### config.mk
export PLATFORM = sky130hd
export DESIGN_NAME = load_store_alu_execute_unit
export DESIGN_NICKNAME = d
export VERILOG_FILES = /design/src/design/lsae_pkg.sv /design/src/design/load_store_alu_execute_unit.sv /design/src/design/lsae_regfile.sv /design/src/design/lsae_exec.sv
export SDC_FILE = /design/constraint.sdc
export NUM_CORES = 2
export LEC_CHECK = 0
export BUFFER_PORTS_ARGS = -buffer_cell sky130_fd_sc_hd__buf_2
export CORE_ASPECT_RATIO = 1.2
export CORE_UTILIZATION = 41
export DETAILED_ROUTE_END_ITERATION = 6
export PLACE_DENSITY = 0.64
export SETUP_SLACK_MARGIN = 0.4
export SLEW_MARGIN = 20
export SYNTH_ARGS = -nofsm -noshare
export SYNTH_HDL_FRONTEND = slang
export SYNTH_HIERARCHICAL = 1
export SYNTH_SLANG_ARGS = --single-unit
### constraint.sdc
create_clock -name clk -period 7.3 [get_ports clk]
set_input_delay 0.73 -clock clk [delete_from_list [all_inputs] [get_ports clk]]
set_output_delay 0.73 -clock clk [all_outputs]
set_load 0.01 [all_outputs]
### src/design/lsae_pkg.sv
// lsae_pkg: shared types, opcodes and helpers of the load/store alu execute unit
// no dependencies; imported by every module of the block

package lsae_pkg;

    localparam int REG_COUNT  = 16;
    localparam int REG_ADDR_W = $clog2(REG_COUNT);
    localparam int DATA_W     = 32;

    typedef enum logic [3:0] {
        OP_ADD         = 4'd0,
        OP_SUB         = 4'd1,
        OP_CMP         = 4'd2,
        OP_MOV         = 4'd3,
        OP_AND         = 4'd4,
        OP_OR          = 4'd5,
        OP_XOR         = 4'd6,
        OP_NOT         = 4'd7,
        OP_LOAD        = 4'd8,
        OP_STORE       = 4'd9,
        OP_LOAD_RETURN = 4'd10
    } op_t;

    typedef enum logic [1:0] {
        SIZE_BYTE = 2'd0,
        SIZE_HALF = 2'd1,
        SIZE_WORD = 2'd2,
        SIZE_RSVD = 2'd3
    } size_t;

    typedef struct packed {
        logic [3:0]            req_type;
        logic [REG_ADDR_W-1:0] dest_reg;
        logic [REG_ADDR_W-1:0] src_reg;
        logic                  ext_present;
        logic [DATA_W-1:0]     ext_imm;
        logic [1:0]            access_size;
        logic                  sign_extend;
        logic                  post_increment;
        logic [DATA_W-1:0]     load_data;
    } req_t;

    typedef struct packed {
        logic              bus_request;
        logic              bus_write;
        logic [DATA_W-1:0] bus_address;
        logic [1:0]        bus_size;
        logic [DATA_W-1:0] bus_write_data;
        logic [DATA_W-1:0] result_value;
        logic              flag_n;
        logic              flag_z;
        logic              flag_v;
        logic              flag_c;
    } rsp_t;

    typedef struct packed {
        logic n;
        logic z;
        logic v;
        logic c;
    } flags_t;

    typedef struct packed {
        logic                  valid;
        logic [REG_ADDR_W-1:0] rd;
        logic [REG_ADDR_W-1:0] rb;
        logic [1:0]            size;
        logic                  sign;
        logic                  postinc;
    } pend_t;

    typedef struct packed {
        logic                  en;
        logic [REG_ADDR_W-1:0] addr;
        logic [DATA_W-1:0]     data;
    } wr_t;

    // reserved size code behaves as word
    function automatic logic [1:0] norm_size(input logic [1:0] code);
        logic [1:0] r;
        r = (code == SIZE_RSVD) ? SIZE_WORD : code;
        return r;
    endfunction

    function automatic logic [DATA_W-1:0] size_bytes(input logic [1:0] code);
        logic [DATA_W-1:0] r;
        unique case (code)
            SIZE_BYTE: r = DATA_W'(1);
            SIZE_HALF: r = DATA_W'(2);
            default:   r = DATA_W'(4);
        endcase
        return r;
    endfunction

endpackage

### src/design/load_store_alu_execute_unit.sv
// load_store_alu_execute_unit: top level, request register, execute, response register
// depends on lsae_pkg, lsae_regfile, lsae_exec
//
//   channel  direction  handshake             beat
//   req      in         req_valid/req_stall   lsae_pkg::req_t
//   rsp      out        rsp_valid/rsp_stall   lsae_pkg::rsp_t
//
// one beat per cycle unless rsp stalls; rsp valid once the beat moves into the response register
// the request register feeds the alu and register file, the response register holds the result
// registers, flags and pending load are updated when a beat moves into the response register
// req_stall rises only while the request register is full and a held response is stalled
// reset clears the valid bits, the general registers, the flags and the pending load

module load_store_alu_execute_unit (
    input  logic             clk,
    input  logic             rst_n,
    input  logic             req_valid,
    output logic             req_stall,
    input  lsae_pkg::req_t   req,
    output logic             rsp_valid,
    input  logic             rsp_stall,
    output lsae_pkg::rsp_t   rsp
);
    import lsae_pkg::*;

    logic    s1_valid_reg;
    logic    s1_valid_next;
    req_t    s1_reg;
    logic    rsp_valid_reg;
    logic    rsp_valid_next;
    rsp_t    rsp_reg;
    flags_t  flags_reg;
    pend_t   pend_reg;
    logic    advance;
    logic    take;

    rsp_t              ex_rsp;
    flags_t            ex_flags;
    pend_t             ex_pend;
    wr_t               ex_wr_a;
    wr_t               ex_wr_b;
    wr_t               wr_a;
    wr_t               wr_b;
    logic [DATA_W-1:0] rd_val;
    logic [DATA_W-1:0] rs_val;
    logic [DATA_W-1:0] rb_val;

    assign advance   = s1_valid_reg && (!rsp_valid_reg || !rsp_stall);
    assign req_stall = s1_valid_reg && !advance;
    assign take      = req_valid && !req_stall;
    assign rsp_valid = rsp_valid_reg;
    assign rsp       = rsp_reg;

    assign s1_valid_next  = take ? 1'b1 : (advance ? 1'b0 : s1_valid_reg);
    assign rsp_valid_next = advance ? 1'b1 : (rsp_stall ? rsp_valid_reg : 1'b0);

    always_comb
    begin
        wr_a    = ex_wr_a;
        wr_b    = ex_wr_b;
        wr_a.en = ex_wr_a.en & advance;
        wr_b.en = ex_wr_b.en & advance;
    end

    lsae_regfile u_regfile (
        .clk     (clk),
        .rst_n   (rst_n),
        .raddr_a (s1_reg.dest_reg),
        .raddr_b (s1_reg.src_reg),
        .raddr_c (pend_reg.rb),
        .rdata_a (rd_val),
        .rdata_b (rs_val),
        .rdata_c (rb_val),
        .wr_a    (wr_a),
        .wr_b    (wr_b)
    );

    lsae_exec u_exec (
        .req        (s1_reg),
        .flags      (flags_reg),
        .pend       (pend_reg),
        .rd_val     (rd_val),
        .rs_val     (rs_val),
        .rb_val     (rb_val),
        .rsp        (ex_rsp),
        .flags_next (ex_flags),
        .pend_next  (ex_pend),
        .wr_a       (ex_wr_a),
        .wr_b       (ex_wr_b)
    );

    always_ff @(posedge clk or negedge rst_n)
    begin
        if (!rst_n)
        begin
            s1_valid_reg  <= 1'b0;
            rsp_valid_reg <= 1'b0;
            flags_reg     <= '0;
            pend_reg      <= '0;
        end
        else
        begin
            s1_valid_reg  <= s1_valid_next;
            rsp_valid_reg <= rsp_valid_next;
            if (advance)
            begin
                flags_reg <= ex_flags;
                pend_reg  <= ex_pend;
            end
        end
    end

    always_ff @(posedge clk)
    begin
        if (take)
        begin
            s1_reg <= req;
        end
        if (advance)
        begin
            rsp_reg <= ex_rsp;
        end
    end

    a_stall_needs_full: assert property (@(posedge clk) disable iff (!rst_n)
        req_stall |-> s1_valid_reg && rsp_valid_reg)
        else $error("request stalled without a full pipeline");

    a_advance_fills_rsp: assert property (@(posedge clk) disable iff (!rst_n)
        advance |=> rsp_valid_reg)
        else $error("executed beat did not reach the response register");

    a_write_is_request: assert property (@(posedge clk) disable iff (!rst_n)
        rsp_valid_reg && rsp_reg.bus_write |-> rsp_reg.bus_request)
        else $error("bus write without bus request");

    a_idle_bus_zero: assert property (@(posedge clk) disable iff (!rst_n)
        rsp_valid_reg && !rsp_reg.bus_request |->
            rsp_reg.bus_address == '0 && rsp_reg.bus_write_data == '0)
        else $error("bus fields nonzero without a request");

    a_return_clears_pend: assert property (@(posedge clk) disable iff (!rst_n)
        advance && s1_reg.req_type == OP_LOAD_RETURN |=> !pend_reg.valid)
        else $error("pending load survived its return");

endmodule

### src/design/lsae_regfile.sv
// lsae_regfile: sixteen 32-bit general registers, three read ports, two write ports
// depends on lsae_pkg; port b wins when both write the same register

module lsae_regfile (
    input  logic                           clk,
    input  logic                           rst_n,
    input  logic [lsae_pkg::REG_ADDR_W-1:0] raddr_a,
    input  logic [lsae_pkg::REG_ADDR_W-1:0] raddr_b,
    input  logic [lsae_pkg::REG_ADDR_W-1:0] raddr_c,
    output logic [lsae_pkg::DATA_W-1:0]     rdata_a,
    output logic [lsae_pkg::DATA_W-1:0]     rdata_b,
    output logic [lsae_pkg::DATA_W-1:0]     rdata_c,
    input  lsae_pkg::wr_t                   wr_a,
    input  lsae_pkg::wr_t                   wr_b
);
    import lsae_pkg::*;

    logic [DATA_W-1:0] regs_reg [REG_COUNT];

    assign rdata_a = regs_reg[raddr_a];
    assign rdata_b = regs_reg[raddr_b];
    assign rdata_c = regs_reg[raddr_c];

    always_ff @(posedge clk or negedge rst_n)
    begin
        if (!rst_n)
        begin
            for (int i = 0; i < REG_COUNT; i++)
            begin
                regs_reg[i] <= '0;
            end
        end
        else
        begin
            for (int i = 0; i < REG_COUNT; i++)
            begin
                if (wr_b.en && wr_b.addr == REG_ADDR_W'(i))
                begin
                    regs_reg[i] <= wr_b.data;
                end
                else if (wr_a.en && wr_a.addr == REG_ADDR_W'(i))
                begin
                    regs_reg[i] <= wr_a.data;
                end
            end
        end
    end

endmodule

### src/design/lsae_exec.sv
// lsae_exec: combinational execute of one request (alu, flags, bus issue, load completion)
// depends on lsae_pkg; reads register values and state supplied by the top level

module lsae_exec (
    input  lsae_pkg::req_t              req,
    input  lsae_pkg::flags_t            flags,
    input  lsae_pkg::pend_t             pend,
    input  logic [lsae_pkg::DATA_W-1:0] rd_val,
    input  logic [lsae_pkg::DATA_W-1:0] rs_val,
    input  logic [lsae_pkg::DATA_W-1:0] rb_val,
    output lsae_pkg::rsp_t              rsp,
    output lsae_pkg::flags_t            flags_next,
    output lsae_pkg::pend_t             pend_next,
    output lsae_pkg::wr_t               wr_a,
    output lsae_pkg::wr_t               wr_b
);
    import lsae_pkg::*;

    logic [DATA_W-1:0] imm;
    logic [DATA_W-1:0] op_a;
    logic [DATA_W-1:0] op_b;
    logic [DATA_W:0]   sum;
    logic [DATA_W-1:0] diff;
    logic [DATA_W-1:0] addr;
    logic [1:0]        sz;
    logic [DATA_W-1:0] ld_val;
    logic [DATA_W-1:0] inc_base;
    logic [DATA_W-1:0] res;

    assign imm  = req.ext_present ? req.ext_imm : '0;
    assign op_a = req.ext_present ? rs_val : rd_val;
    assign op_b = req.ext_present ? req.ext_imm : rs_val;
    assign sum  = {1'b0, op_a} + {1'b0, op_b};
    assign diff = op_a - op_b;
    assign addr = rs_val + imm;
    assign sz   = norm_size(req.access_size);

    always_comb
    begin
        unique case (pend.size)
            SIZE_BYTE: ld_val = {{(DATA_W-8){pend.sign & req.load_data[7]}},
                                 req.load_data[7:0]};
            SIZE_HALF: ld_val = {{(DATA_W-16){pend.sign & req.load_data[15]}},
                                 req.load_data[15:0]};
            default:   ld_val = req.load_data;
        endcase
    end

    // rd == rb: increment applies on top of the loaded value
    assign inc_base = (pend.rb == pend.rd) ? ld_val : rb_val;

    always_comb
    begin
        res        = '0;
        flags_next = flags;
        pend_next  = pend;
        wr_a       = '0;
        wr_b       = '0;
        rsp        = '0;
        unique case (req.req_type)
            OP_ADD:
            begin
                res          = sum[DATA_W-1:0];
                flags_next.v = ~(op_a[DATA_W-1] ^ op_b[DATA_W-1])
                               & (op_a[DATA_W-1] ^ sum[DATA_W-1]);
                flags_next.c = sum[DATA_W];
            end
            OP_SUB, OP_CMP:
            begin
                res          = diff;
                flags_next.v = (op_a[DATA_W-1] ^ op_b[DATA_W-1])
                               & (op_a[DATA_W-1] ^ diff[DATA_W-1]);
                flags_next.c = op_a < op_b;
            end
            OP_MOV: res = rs_val;
            OP_AND: res = op_a & op_b;
            OP_OR:  res = op_a | op_b;
            OP_XOR: res = op_a ^ op_b;
            OP_NOT: res = ~rs_val;
            OP_LOAD:
            begin
                rsp.bus_request   = 1'b1;
                rsp.bus_address   = addr;
                rsp.bus_size      = sz;
                pend_next.valid   = 1'b1;
                pend_next.rd      = req.dest_reg;
                pend_next.rb      = req.src_reg;
                pend_next.size    = sz;
                pend_next.sign    = req.sign_extend;
                pend_next.postinc = req.post_increment;
            end
            OP_STORE:
            begin
                rsp.bus_request = 1'b1;
                rsp.bus_write   = 1'b1;
                rsp.bus_address = addr;
                rsp.bus_size    = sz;
                unique case (sz)
                    SIZE_BYTE: rsp.bus_write_data = {{(DATA_W-8){1'b0}}, rd_val[7:0]};
                    SIZE_HALF: rsp.bus_write_data = {{(DATA_W-16){1'b0}}, rd_val[15:0]};
                    default:   rsp.bus_write_data = rd_val;
                endcase
                wr_a.en   = req.post_increment;
                wr_a.addr = req.src_reg;
                wr_a.data = rs_val + size_bytes(sz);
            end
            OP_LOAD_RETURN:
            begin
                if (pend.valid)
                begin
                    res             = ld_val;
                    wr_a.en         = 1'b1;
                    wr_a.addr       = pend.rd;
                    wr_a.data       = ld_val;
                    wr_b.en         = pend.postinc;
                    wr_b.addr       = pend.rb;
                    wr_b.data       = inc_base + size_bytes(pend.size);
                    pend_next.valid = 1'b0;
                end
            end
            default:
            begin
                res = '0;
            end
        endcase

        unique case (req.req_type)
            OP_ADD, OP_SUB, OP_CMP, OP_AND, OP_OR, OP_XOR, OP_NOT:
            begin
                flags_next.n = res[DATA_W-1];
                flags_next.z = (res == '0);
            end
            default:
            begin
                flags_next.n = flags_next.n;
            end
        endcase

        unique case (req.req_type)
            OP_ADD, OP_SUB, OP_MOV, OP_AND, OP_OR, OP_XOR, OP_NOT:
            begin
                wr_a.en   = 1'b1;
                wr_a.addr = req.dest_reg;
                wr_a.data = res;
            end
            default:
            begin
                wr_a.en = wr_a.en;
            end
        endcase

        rsp.result_value = (req.req_type == OP_CMP) ? '0 : res;
        rsp.flag_n       = flags_next.n;
        rsp.flag_z       = flags_next.z;
        rsp.flag_v       = flags_next.v;
        rsp.flag_c       = flags_next.c;
    end

endmodule

==> key figures <==
GRT
  – GR Util met1: 42.7%
  – GRT overflow: 0
  – GR Layer Usage met3: between 10% and 20%
  – GRT Total Usage: 36.7%
  – Initial antenna violation count: 12
  – Largest net degree at the start of global routing: between 100 and 150
  – Vias in the first global route: between 50000 and 60000
  – GRT Max-Usage Layer: met2
  – Met2 Use GR: 55.4%
  – Global-route wire length before repair: 376000 um

STA
  – Hold slack: 0.192 ns
  – Slew @ Worst Pin: between 1 and 1.5 ns
  – Final WS setup: 0.584 ns
  – RSZ-0062 raised after global routing: true
  – Fmax: 0.149 GHz
  – Max Slew Vio Count: 0
  – Post-route clock period utilization: 92.0%
  – Setup Skew: about 0.042 ns
  – Slew headroom: approximately 14%
  – Final Hold Vio Count: 0
  – Setup violators final: 0
  – TNS Setup: 0 ns
  – Min Clock Period, post-route: 6.72 ns

Detailed routing
  – Via count of the routed design: roughly 58000
  – Drt first pass iters: 7
  – Final wirelength: 261000 um
  – Routed vias/inst: 7.49
  – Routed WL per cell: 34.0 um
  – Routed Antenna Nets: 0
  – DRC: 3
  – DR iter-0 viols: 10107

Synthesis
  – Flops & latches, synth: 716
  – Post-Syn Area: 0.0559 mm^2
  – Compound-gate portion of the synthesized area: approximately 21%
  – Adder-Cell Fraction of Synth Area: 3.36%
  – Syn_nets: between 6000 and 7000
  – Mapped Avg Cell Area: 9.16 um^2
  – Main flop type after synthesis: dfrtp_1
  – Register area share after synthesis: 33.7%
  – Post-Synth XOR/XNOR Area: 1.88%
  – Netlist cell types: 107
  – Synth warn: 6
  – Multiplexer share of the synthesized area: around 17%
  – Ys async rst share: 74.2%
  – Post-synth EDFFs: ~190
  – Largest family of logic cells by synthesized area: compound AO/OA/AOI/OAI gates
  – Post-synthesis simple-gate area fraction: 16.8%
  – Syn Inst Count: between 6000 and 7000

Final layout
  – Nets@finish: approximately 6000
  – Register area: 0.0189 mm^2
  – Area delta synth->final: 8.62%
  – Share of cells above drive strength 1: a little under a fifth
  – Final std cells w/o fill: 7683
  – Filler instances: 12895
  – Area of the multi-input gates: 0.0336 mm^2
  – Most common cell after layout, fill and taps aside: o21ai_0
  – Max FFs per register: 512
  – Most frequent cells in the layout: o21ai_0 (566), nor3_1 (555), nand3_1 (548)

Outcome
  – Run status: finished with violations
  – Violated checks: DRC

Placement
  – Dpl hpwl: 160000 um
  – DP Worst Slack: roughly 0.11 ns
  – Placed insts: 7523
  – GPL Wtd Cong: 1.02
  – PortBufs: 190

Clocking
  – CTS tree: built
  – Htree depth: 3
  – CTS sink count: 716
  – Root Driver: clkbuf_16
  – Worst-path clk slew: about 0.070 ns
  – Worst-Skew Late Latency: 0.74 ns
  – Total CTS buffers: a little under 80
  – CTS max path bufs: 3

Power
  – Cell leakage power: 23.5 nW
  – Cell Pwr Density: 247 mW/mm^2
  – Peak VDD IR: 0.199 mV

Setup path
  – WP data required: 7.93 ns
  – CP max FO: 33
  – Data arrival, critical path: about 7.3 ns
  – Critical path endpoint category: flop
  – Startpoint types: flop
  – Critical path class: flop to flop

Die
  – Core Region: 0.136 mm^2
  – Row Count: 148
  – Starting density of the core: 41.3%
  – I/O pin cnt: 191
  – Die area: ~0.14 mm^2
  – Die width: 339 um
  – Die height: 407 um

Hold path
  – Worst hold path type: input pin to flop

Job
  – Max Cap Viol: 0
repair_timing:
item	4_1_cts	5_1_grt
endpoints found under the hold margin	2	0
buffers inserted	2	6
hold buffers	1	0
resized for setup	1	7
pin swaps	0	1
gates cloned	0	0
endpoints found under the setup margin	18	101
layer usage:
| metal | vias to the layer above | part of all wire, % |
|---|---|---|
| met2 | 5319 | 43 |
| met4 | 10 | 9.9 |
| met1 | 28013 | 33 |
| met5 | - | 0.031 |
| met3 | 1511 | 14 |
| li1 | 22692 | - |
cells in the mapped netlist (all sizes together), types with 18 or more instances:
cell type / n / area (um^2)
mux4: 386 / 8690
nor3: 559 / 2810
nor2: 219 / 822
buf: 212 / 1190
nand2: 278 / 1040
or2: 33 / 206
a31oi: 519 / 3250
and2: 73 / 457
ha: 142 / 1780
nand4: 20 / 125
o21ai: 627 / 3150
inv: 128 / 480
mux2i: 54 / 541
clkbuf: 578 / 2180
nand2b: 29 / 181
nor2b: 31 / 194
nand3: 551 / 2760
edfxtp: 185 / 5560
a21o: 49 / 369
a21oi: 181 / 921
dfrtp: 531 / 13300
a211oi: 36 / 290
xor2: 56 / 490
or3: 18 / 113
xnor2: 64 / 561
o31ai: 21 / 185
and3: 41 / 257
a22oi: 213 / 1600
final timing paths:
path,end,slack [ns],cells past startpoint,from
setup reg to reg,u_regfile/regs_reg[213],0.58,19,s1_reg[69]
hold reg to reg,rsp_valid,0.50,1,s1_valid_reg
hold / removal,s1_reg[41],0.19,1,req[41]
setup / recovery,u_regfile/regs_reg[213],0.58,19,s1_reg[69]
min in group asynchronous,u_regfile/regs_reg[411],0.59,2,rst_n
max in group asynchronous,u_regfile/regs_reg[37],5.28,3,rst_n
power by group:
part	leakage [nW]	total (mW)	internal, mW	switching, mW
registers	9.11	5.15	4.59	0.564
logic	13.1	5.68	2.04	3.64
clock network	1.28	4.20	2.29	1.90
total	23.5	15.0	8.92	6.11
area by class of cell:
cell class | instances | area share [%]
Multi-Input combinational cell | 4469 | 55.3
Sequential cell | 716 | 31.0
Timing Repair Buffer | 419 | 4.89
Clock buffer | 112 | 3.74
Tap cell | 1800 | 3.71
Inverter | 129 | 0.797
Clock inverter | 32 | 0.544
Antenna cell | 6 | 0.0247
cells by family (layout without fill, tap and decap cells):
group | Yosys count | after routing
AND/OR/NAND/NOR | 1909 | 1909
buffers and inverters | 919 | 692
flip-flops | 716 | 716
multiplexers | 457 | 457
AO/OA/AOI/OAI | 1836 | 1836
XOR/XNOR | 120 | 120
other | 0 | 6
adder cells (fa/ha/maj) | 147 | 147
per-stage QoR:
step	power (mW)	utilization [%]	instance area [um^2]
3_5_place_dp	10.6	42.8	58000
3_3_place_gp	10.5	42.8	58000
5_1_grt	15.4	44.8	60700
6_report	15.0	44.8	60800
2_1_floorplan	8.62	-	55900
4_1_cts	14.7	44.7	60600
critical path, stage by stage (launching register included):
cell       delay [ns]
edfxtp_1         0.44
buf_12           0.30
mux4_2           0.56
a22oi_1          0.24
nand2_1          0.41
a21oi_1          0.41
ha_1             0.44
a2111oi_0        0.13
a2111o_1         0.47
o2111ai_1        0.49
nand2_1          0.37
o31ai_1          0.56
nand3_1          0.15
a2bb2oi_1        0.17
a21oi_1          0.10
o21ai_0          0.21
buf_4            0.17
a21o_1           0.53
nand3_1          0.18
a31oi_1          0.21
(Power assumes the default switching activity.)
